==> src/rtl/acld_pkg.sv <==
// package for the ascii command line decoder
// result kinds, motor parse phases, keyword table and the result record
// no dependencies
`default_nettype none

package acld_pkg;

	// result kinds
	localparam logic [2:0] KIND_ARM      = 3'd0;
	localparam logic [2:0] KIND_STOP     = 3'd1;
	localparam logic [2:0] KIND_PING     = 3'd2;
	localparam logic [2:0] KIND_STATUS   = 3'd3;
	localparam logic [2:0] KIND_MOTOR    = 3'd4;
	localparam logic [2:0] KIND_BAD      = 3'd5;
	localparam logic [2:0] KIND_TOO_LONG = 3'd6;

	// motor syntax phases
	localparam logic [2:0] PH_EXPECT_M   = 3'd0;
	localparam logic [2:0] PH_AFTER_M    = 3'd1;
	localparam logic [2:0] PH_LEFT_SIGN  = 3'd2;
	localparam logic [2:0] PH_LEFT_DIG   = 3'd3;
	localparam logic [2:0] PH_BETWEEN    = 3'd4;
	localparam logic [2:0] PH_RIGHT_SIGN = 3'd5;
	localparam logic [2:0] PH_RIGHT_DIG  = 3'd6;
	localparam logic [2:0] PH_FAILED     = 3'd7;

	// characters
	localparam logic [7:0] CH_NUL   = 8'd0;
	localparam logic [7:0] CH_TAB   = 8'd9;
	localparam logic [7:0] CH_LF    = 8'd10;
	localparam logic [7:0] CH_VT    = 8'd11;
	localparam logic [7:0] CH_FF    = 8'd12;
	localparam logic [7:0] CH_CR    = 8'd13;
	localparam logic [7:0] CH_SPACE = 8'd32;
	localparam logic [7:0] CH_PLUS  = 8'd43;
	localparam logic [7:0] CH_MINUS = 8'd45;
	localparam logic [7:0] CH_ZERO  = 8'd48;
	localparam logic [7:0] CH_NINE  = 8'd57;
	localparam logic [7:0] CH_M     = 8'd77;

	// keyword table, text right-justified
	localparam int KW_COUNT = 5;
	localparam logic [47:0] KW_TEXT [KW_COUNT] = '{
		48'("ARM"), 48'("STOP"), 48'("DISARM"), 48'("PING"), 48'("STATUS")
	};
	localparam logic [2:0] KW_LEN [KW_COUNT] = '{3'd3, 3'd4, 3'd6, 3'd4, 3'd6};
	localparam logic [2:0] KW_KIND [KW_COUNT] = '{
		KIND_ARM, KIND_STOP, KIND_STOP, KIND_PING, KIND_STATUS
	};

	// magnitude saturation point
	localparam logic [31:0] MAG_LIMIT = 32'h8000_0000;

	typedef struct packed {
		logic [2:0]         kind;
		logic signed [31:0] left_value;
		logic signed [31:0] right_value;
	} result_t;

	// true when byte c sits at position pos of keyword k
	function automatic logic kw_hit(input int k, input logic [7:0] pos, input logic [7:0] c);
		int sh;
		logic [7:0] ch;
		sh = 0;
		ch = 8'd0;
		if (pos < 8'(KW_LEN[k])) begin
			sh = 8 * (int'(KW_LEN[k]) - 1 - int'(pos));
			ch = KW_TEXT[k][sh +: 8];
		end
		return (pos < 8'(KW_LEN[k])) && (ch == c);
	endfunction

	function automatic logic is_ws(input logic [7:0] c);
		return (c == CH_TAB) || (c == CH_VT) || (c == CH_FF) || (c == CH_SPACE);
	endfunction

	function automatic logic is_digit(input logic [7:0] c);
		return (c >= CH_ZERO) && (c <= CH_NINE);
	endfunction

endpackage

`default_nettype wire

==> src/rtl/acld_accum.sv <==
// decimal accumulate step: magnitude times ten plus one digit, saturated at 2^31
// depends on acld_pkg
`default_nettype none

module acld_accum (
	input  wire logic [31:0] mag,
	input  wire logic [7:0]  digit_char,
	output logic      [31:0] mag_next
);
	import acld_pkg::*;

	logic [35:0] ext;
	logic [35:0] sum;
	logic [3:0]  digit;

	// times ten as two shifts, then add the digit
	always_comb begin
		ext   = {4'b0, mag};
		digit = 4'(digit_char - CH_ZERO);
		sum   = (ext << 3) + (ext << 1) + {32'b0, digit};
		if (sum > {4'b0, MAG_LIMIT}) begin
			mag_next = MAG_LIMIT;
		end else begin
			mag_next = sum[31:0];
		end
	end

endmodule

`default_nettype wire

==> src/rtl/acld_parse.sv <==
// running line parse state and the end-of-line result decision
// depends on acld_pkg and acld_accum
`default_nettype none

module acld_parse #(
	parameter int LINE_CAPACITY = 80
) (
	input  wire logic               clk,
	input  wire logic               arst_n,
	input  wire logic               step,
	input  wire logic [7:0]         rx_byte,
	output logic                    emit,
	output acld_pkg::result_t       res
);
	import acld_pkg::*;

	localparam int LW = $clog2(LINE_CAPACITY);

	logic [LW-1:0]       len_q, len_nxt;
	logic [KW_COUNT-1:0] cand_q, cand_nxt;
	logic [2:0]          phase_q, phase_nxt;
	logic [31:0]         left_q, left_nxt;
	logic [31:0]         right_q, right_nxt;
	logic [1:0]          sign_q, sign_nxt;
	logic                stop_q, stop_nxt;

	logic [7:0]  pos;
	logic        use_right;
	logic [31:0] acc_in, acc_out;
	logic        found;
	logic [2:0]  kw_kind_sel;

	// one shared accumulate unit for both values
	assign use_right = (phase_q == PH_BETWEEN) || (phase_q == PH_RIGHT_SIGN) ||
		(phase_q == PH_RIGHT_DIG);
	assign acc_in = use_right ? right_q : left_q;

	acld_accum u_accum (
		.mag       (acc_in),
		.digit_char(rx_byte),
		.mag_next  (acc_out)
	);

	assign pos = 8'(len_q);

	// keyword decision at line end, lowest index wins
	always_comb begin
		found       = 1'b0;
		kw_kind_sel = KIND_BAD;
		for (int k = KW_COUNT - 1; k >= 0; k--) begin
			if (cand_q[k] && (stop_q || (8'(KW_LEN[k]) == pos))) begin
				found       = 1'b1;
				kw_kind_sel = KW_KIND[k];
			end
		end
	end

	// next state and result
	always_comb begin
		len_nxt   = len_q;
		cand_nxt  = cand_q;
		phase_nxt = phase_q;
		left_nxt  = left_q;
		right_nxt = right_q;
		sign_nxt  = sign_q;
		stop_nxt  = stop_q;
		emit      = 1'b0;
		res       = '0;
		res.kind  = KIND_BAD;

		if ((rx_byte == CH_LF) || (rx_byte == CH_CR)) begin
			// line end
			if (len_q != '0) begin
				emit = 1'b1;
				if (found) begin
					res.kind = kw_kind_sel;
				end else if (phase_q == PH_RIGHT_DIG) begin
					res.kind = KIND_MOTOR;
					res.left_value = sign_q[0] ? -left_q :
						(left_q[31] ? 32'h7FFF_FFFF : left_q);
					res.right_value = sign_q[1] ? -right_q :
						(right_q[31] ? 32'h7FFF_FFFF : right_q);
				end
				len_nxt   = '0;
				cand_nxt  = '1;
				phase_nxt = PH_EXPECT_M;
				left_nxt  = '0;
				right_nxt = '0;
				sign_nxt  = '0;
				stop_nxt  = 1'b0;
			end
		end else if (len_q >= LW'(LINE_CAPACITY - 1)) begin
			// overflow byte is dropped
			emit      = 1'b1;
			res.kind  = KIND_TOO_LONG;
			len_nxt   = '0;
			cand_nxt  = '1;
			phase_nxt = PH_EXPECT_M;
			left_nxt  = '0;
			right_nxt = '0;
			sign_nxt  = '0;
			stop_nxt  = 1'b0;
		end else begin
			len_nxt = len_q + 1'b1;
			if (!stop_q) begin
				if (rx_byte == CH_NUL) begin
					// nul ends the text of the line
					for (int k = 0; k < KW_COUNT; k++) begin
						if (8'(KW_LEN[k]) != pos) cand_nxt[k] = 1'b0;
					end
					if (phase_q != PH_RIGHT_DIG) phase_nxt = PH_FAILED;
					stop_nxt = 1'b1;
				end else begin
					for (int k = 0; k < KW_COUNT; k++) begin
						if (!kw_hit(k, pos, rx_byte)) cand_nxt[k] = 1'b0;
					end
					case (phase_q)
						PH_EXPECT_M: begin
							phase_nxt = (rx_byte == CH_M) ? PH_AFTER_M : PH_FAILED;
						end
						PH_AFTER_M, PH_BETWEEN: begin
							if (is_ws(rx_byte)) begin
								phase_nxt = phase_q;
							end else if ((rx_byte == CH_PLUS) || (rx_byte == CH_MINUS)) begin
								if (rx_byte == CH_MINUS) begin
									if (use_right) sign_nxt[1] = 1'b1;
									else sign_nxt[0] = 1'b1;
								end
								phase_nxt = use_right ? PH_RIGHT_SIGN : PH_LEFT_SIGN;
							end else if (is_digit(rx_byte)) begin
								if (use_right) right_nxt = acc_out;
								else left_nxt = acc_out;
								phase_nxt = use_right ? PH_RIGHT_DIG : PH_LEFT_DIG;
							end else begin
								phase_nxt = PH_FAILED;
							end
						end
						PH_LEFT_SIGN: begin
							if (is_digit(rx_byte)) begin
								left_nxt  = acc_out;
								phase_nxt = PH_LEFT_DIG;
							end else begin
								phase_nxt = PH_FAILED;
							end
						end
						PH_LEFT_DIG: begin
							if (is_digit(rx_byte)) begin
								left_nxt = acc_out;
							end else if (is_ws(rx_byte)) begin
								phase_nxt = PH_BETWEEN;
							end else if ((rx_byte == CH_PLUS) || (rx_byte == CH_MINUS)) begin
								if (rx_byte == CH_MINUS) sign_nxt[1] = 1'b1;
								phase_nxt = PH_RIGHT_SIGN;
							end else begin
								phase_nxt = PH_FAILED;
							end
						end
						PH_RIGHT_SIGN: begin
							if (is_digit(rx_byte)) begin
								right_nxt = acc_out;
								phase_nxt = PH_RIGHT_DIG;
							end else begin
								phase_nxt = PH_FAILED;
							end
						end
						PH_RIGHT_DIG: begin
							// trailing text after the second value is ignored
							if (is_digit(rx_byte)) right_nxt = acc_out;
							else stop_nxt = 1'b1;
						end
						default: begin
							phase_nxt = PH_FAILED;
						end
					endcase
				end
			end
		end
	end

	// parse state registers
	always_ff @(posedge clk or negedge arst_n) begin
		if (!arst_n) begin
			len_q   <= '0;
			cand_q  <= '1;
			phase_q <= PH_EXPECT_M;
			left_q  <= '0;
			right_q <= '0;
			sign_q  <= '0;
			stop_q  <= 1'b0;
		end else if (step) begin
			len_q   <= len_nxt;
			cand_q  <= cand_nxt;
			phase_q <= phase_nxt;
			left_q  <= left_nxt;
			right_q <= right_nxt;
			sign_q  <= sign_nxt;
			stop_q  <= stop_nxt;
		end
	end

endmodule

`default_nettype wire

==> src/rtl/ascii_command_line_decoder.sv <==
// ASCII command line decoder, top level: input register, parser, result register.
// Takes one received byte per item on the slave stream and gives one result per
// non-empty line on the master stream. Depends on acld_pkg and acld_parse.
//
// Channels: s_tdata carries one received byte; a CR or LF ends the line. Each
// non-empty line, and each byte that overflows the line buffer, gives one result
// item: the kind on m_tuser, the left and right values on m_tdata. Empty lines
// give nothing.
// Path: an accepted byte goes through the input register and then the result
// register before its result shows on m_tvalid.
// Throughput: one byte per cycle unless stalled; the parse state update, with the
// shared times-ten accumulate, sits between the input and the result register.
// Reset: arst_n clears the parse state, both registers empty, next byte starts a
// new line.
// Stall: while a result waits and m_tready is low, the byte in the input register
// holds and s_tready drops; when the waiting result is taken, s_tready follows in
// the same cycle.
`default_nettype none

module ascii_command_line_decoder #(
	parameter int LINE_CAPACITY = 80
) (
	input  wire logic        clk,
	input  wire logic        arst_n,
	input  wire logic        s_tvalid,
	output logic             s_tready,
	input  wire logic [7:0]  s_tdata,   // [7:0] rx_byte
	output logic             m_tvalid,
	input  wire logic        m_tready,
	output logic      [63:0] m_tdata,   // [31:0] left_value, [63:32] right_value
	output logic      [2:0]  m_tuser    // [2:0] result_kind
);
	import acld_pkg::*;

	logic       valid_s1;
	logic [7:0] byte_s1;
	logic       out_free;
	logic       step;
	logic       emit;
	result_t    res;
	result_t    res_q;

	// a byte moves on when the result register can take whatever it makes
	assign out_free = !m_tvalid || m_tready;
	assign step     = valid_s1 && out_free;
	assign s_tready = !valid_s1 || out_free;

	// input register
	always_ff @(posedge clk or negedge arst_n) begin
		if (!arst_n) begin
			valid_s1 <= 1'b0;
		end else if (s_tready) begin
			valid_s1 <= s_tvalid;
		end
	end

	always_ff @(posedge clk) begin
		if (s_tready && s_tvalid) begin
			byte_s1 <= s_tdata;
		end
	end

	acld_parse #(
		.LINE_CAPACITY(LINE_CAPACITY)
	) u_parse (
		.clk    (clk),
		.arst_n (arst_n),
		.step   (step),
		.rx_byte(byte_s1),
		.emit   (emit),
		.res    (res)
	);

	// result register
	always_ff @(posedge clk or negedge arst_n) begin
		if (!arst_n) begin
			m_tvalid <= 1'b0;
		end else if (out_free) begin
			m_tvalid <= step && emit;
		end
	end

	always_ff @(posedge clk) begin
		if (step && emit) begin
			res_q <= res;
		end
	end

	assign m_tdata = {res_q.right_value, res_q.left_value};
	assign m_tuser = res_q.kind;

endmodule

`default_nettype wire
==> config.mk <==
export PLATFORM = sky130hd
export DESIGN_NAME = ascii_command_line_decoder
export DESIGN_NICKNAME = d
export VERILOG_FILES = /design/src/rtl/acld_pkg.sv /design/src/rtl/acld_accum.sv /design/src/rtl/acld_parse.sv /design/src/rtl/ascii_command_line_decoder.sv
export SDC_FILE = /design/constraint.sdc
export NUM_CORES = 1
export LEC_CHECK = 0
export BUFFER_PORTS_ARGS = -buffer_cell sky130_fd_sc_hd__buf_2
export CAP_MARGIN = 5
export CORE_UTILIZATION = 30
export CTS_CLUSTER_SIZE = 8
export DETAILED_ROUTE_END_ITERATION = 8
export SLEW_MARGIN = 25
export SYNTH_ARGS = -nofsm -noshare
export SYNTH_HDL_FRONTEND = slang
export SYNTH_SLANG_ARGS = --single-unit
==> constraint.sdc <==
create_clock -name clk -period 9.14 [get_ports clk]
set_input_delay 0.457 -clock clk [delete_from_list [all_inputs] [get_ports clk]]
set_output_delay 0.457 -clock clk [all_outputs]
set_load 0.02 [all_outputs]
==> flow_metrics.env <==
export IMPL_outcome="finished, final reports clean"
export IMPL_ys_top_cells_by_count="nand2_1 (163), nor2_1 (131), o21ai_0 (95)"
export IMPL_cts_tree="done"
export IMPL_fin_area_mm2=0.0125
export IMPL_drc=0
export IMPL_synth_edff_count=75
export IMPL_first_pass_iters=7
export IMPL_finClkSkew_ps=20.0
export IMPL_reg2reg_from="u_parse.phase_q[1]"
export IMPL_grtUsageMet3_pct=2.63
export IMPL_worstPathRequired_ps=9480
export IMPL_path_clk_slew_ps=70
export IMPL_dpl_cell_count=1755
export IMPL_cts_htree_levels=4
export IMPL_clkPwrFrac_pct=26.5
export IMPL_antenna_found_initial=0
export IMPL_crit_path_start="u_parse.phase_q[1]"
export IMPL_cp_max_fo=36
export IMPL_clk_latency_ps=460
export IMPL_switching_share_pct=40.0
export IMPL_port_buffers=80
export IMPL_syn_nets=1367
export IMPL_reg2reg_slack_ps=3640
export IMPL_ys_seq_area_share_pct=39.0
export IMPL_initial_core_util_pct=30.5
export IMPL_grt_max_degree=70
export IMPL_p_per_area_mw_per_mm2=210
export IMPL_p_sw_uw=1050
export IMPL_grt_use_met2_pct=27.4
export IMPL_fp_coreArea_mm2=0.0366
export IMPL_slew_violations=0
export IMPL_totalWireLength_um=30500
export IMPL_grt_usage_pct=16.4
export IMPL_tns_ps=0
export IMPL_grt_pass1_vias=9344
export IMPL_hold_path_class="input port to flop"
export IMPL_synth_main_ff_cell="dfrtp_1"
export IMPL_overflow=0
export IMPL_peakVddDrop_mv=0.143
export IMPL_drive_gt1_share_pct=13.9
export IMPL_postCtsResizedCells=0
export IMPL_netlist_area_mm2=0.0112
export IMPL_hold_viol=0
export IMPL_fin_crit_ps=5500
export IMPL_synth_top_area_share_pct=20.1
export IMPL_area_growth_pct=12.0
export IMPL_syn_inst=1278
export IMPL_drtIter0Drc=760
export IMPL_post_drt_wl_per_cell_um=17.0
export IMPL_fp_row_count=70
export IMPL_die_h_um=195
export IMPL_rr_endpoint="u_parse.right_q[28]"
export IMPL_ant_nets=0
export IMPL_worst_setup_path_endpoint="u_parse.right_q[28]"
export IMPL_clock_path_buffers=2
export IMPL_synth_most_common_cell="nand2_1"
export IMPL_grt_pass1_wl_um=49600
export IMPL_maxCapViolations=0
export IMPL_yosysTopAreaCell="edfxtp_1"
export IMPL_relSlewSlack_pct=32.5
export IMPL_sequentialPowerShare_pct=34.8
export IMPL_placed_area_mm2=0.0119
export IMPL_setup_ws_ps=3640
export IMPL_synth_cell_types=75
export IMPL_grt_busiest_layer="met2"
export IMPL_fin_cells=1789
export IMPL_worstMarginPinSlew_ps=1010
export IMPL_place_gp_congestion=0.911
export IMPL_io_pins=81
export IMPL_p_int_uw=1580
export IMPL_cts_root_buf="clkbuf_16"
export IMPL_rsz0062_at_grt="no"
export IMPL_end_kind="flop"
export IMPL_power_leakage_uw=0.00496
export IMPL_path_class="flop to flop"
export IMPL_clock_sinks=159
export IMPL_post_route_period_util_pct=60.2
export IMPL_combPwrFrac_pct=38.7
export IMPL_routed_via_density=5.53
export IMPL_arrival_ps=5840
export IMPL_fin_nets=1396
export IMPL_synth_seq_cells=159
export IMPL_die_x_um=195
export IMPL_vias=9888
export IMPL_async_flop_share_pct=52.8
export IMPL_setup_viol=0
export IMPL_dp_hpwl_um=22200
export IMPL_yosysWarnings=0
export IMPL_syn_avg_cell_area_um2=8.75
export IMPL_cts_buffers=17
export IMPL_yosys_top_cells_area="edfxtp_1 (20%), dfrtp_1 (18%), ha_1 (8.4%)"
export IMPL_die_area_mm2=0.0380
export IMPL_critPathLaunchType="flop"
export IMPL_reg2reg_depth=16
export IMPL_grt_util_met1_pct=21.0
export IMPL_max_freq_mhz=182
export IMPL_place_ws_ps=3630
## cell usage in the layout (no fill, tap or decap), types with 17 or more instances in the layout
cell,netlist,routed
xnor2_1,22,22
ha_1,75,75
buf_2,4,79
a21oi_1,86,86
a31oi_1,26,26
nand3_1,27,27
xor2_1,27,27
edfxtp_1,75,75
nand2_1,163,162
o31ai_1,34,34
nor2_1,131,130
a311oi_1,29,29
o21ai_0,95,95
clkbuf_16,0,17
mux2_2,29,29
a211oi_1,20,20
inv_1,40,39
nor3_1,46,46
dfrtp_1,79,77
## per-stage QoR
stage / util, % / power, µW / hold slack [ps]
2_1_floorplan: - / 1680 / 161
3_3_place_gp: 32.6 / 1910 / 342
3_5_place_dp: 32.6 / 1930 / 342
4_1_cts: 34.2 / 2640 / 162
5_1_grt: 34.2 / 2810 / 168
6_report: 34.2 / 2630 / 186
## repair_timing
action,4_1_cts,5_1_grt
buffers inserted,0,0
hold buffers,1,0
hold endpoints to repair,10,0
## sequential cells by signal, indices dropped and copies added, names as in the netlist
name             cells
m_tvalid             1
byte_s1              8
u_parse.right_q     32
u_parse.left_q      32
u_parse.len_q        7
valid_s1             1
m_tdata             64
u_parse.phase_q      3
u_parse.cand_q       5
u_parse.stop_q       1
u_parse.sign_q       2
m_tuser              3
## per-layer routing
layer | share of wire [%] | wire length (µm) | vias up
met2 | 48 | 14600 | 272
met5 | 0 | 0 | -
met1 | 46 | 14100 | 4761
met4 | 2.5 | 764 | 0
met3 | 3.6 | 1100 | 43
li1 | - | - | 4812
## power groups by stage
| stage | Clock (µW) | Combinational (µW) | Sequential (µW) |
|---|---|---|---|
| 4_1_cts | 716 | 1010 | 911 |
| 3_5_place_dp | 0 | 1000 | 924 |
| 2_1_floorplan | 0 | 809 | 871 |
| 3_3_place_gp | 0 | 987 | 922 |
| 5_1_grt | 742 | 1140 | 927 |
| 6_report | 697 | 1020 | 914 |
## cell families after synthesis
family	share of synthesized area (%)
and+or+nand+nor	20.0
DFF	39.0
adders and majority gates	8.75
AOI/OAI and AO/OA	20.9
xor gates and xnor gates	3.84
buffers and inverters	4.21
muxes	3.37
## worst min path at each step
stage / cells after the start / endpoint / startpoint / slack (ps)
5_1_grt: 1 / byte_s1[4] / s_tdata[4] / 170
3_3_place_gp: 1 / valid_s1 / arst_n / 340
4_1_cts: 1 / byte_s1[4] / s_tdata[4] / 160
3_5_place_dp: 1 / valid_s1 / arst_n / 340
2_1_floorplan: 0 / m_tvalid / arst_n / 160
6_report: 1 / byte_s1[4] / s_tdata[4] / 190
## critical path, stage by stage (launching register included)
cell and delay [ps]:
dfrtp_1 530, nand2_1 140, and2_1 130, buf_4 400, mux2_2 420, fa_1 540
inv_1 70, fa_1 440, nand2b_1 170, a21oi_1 210, o31ai_1 120, a21oi_1 270
o31ai_1 130, a21boi_0 190, o22ai_1 120, or4_2 1020, o41ai_1 470
## cell type report
cell class	instances	area, µm²
Tap cell	468	586
Sequential cell	159	4360
Multi-Input combinational cell	997	6370
Antenna cell	1	2.50
Clock inverter	13	130
Timing Repair Buffer	90	480
Inverter	42	158
Clock buffer	19	433
Fill cell	3831	24100
(Power assumes the default switching activity.)
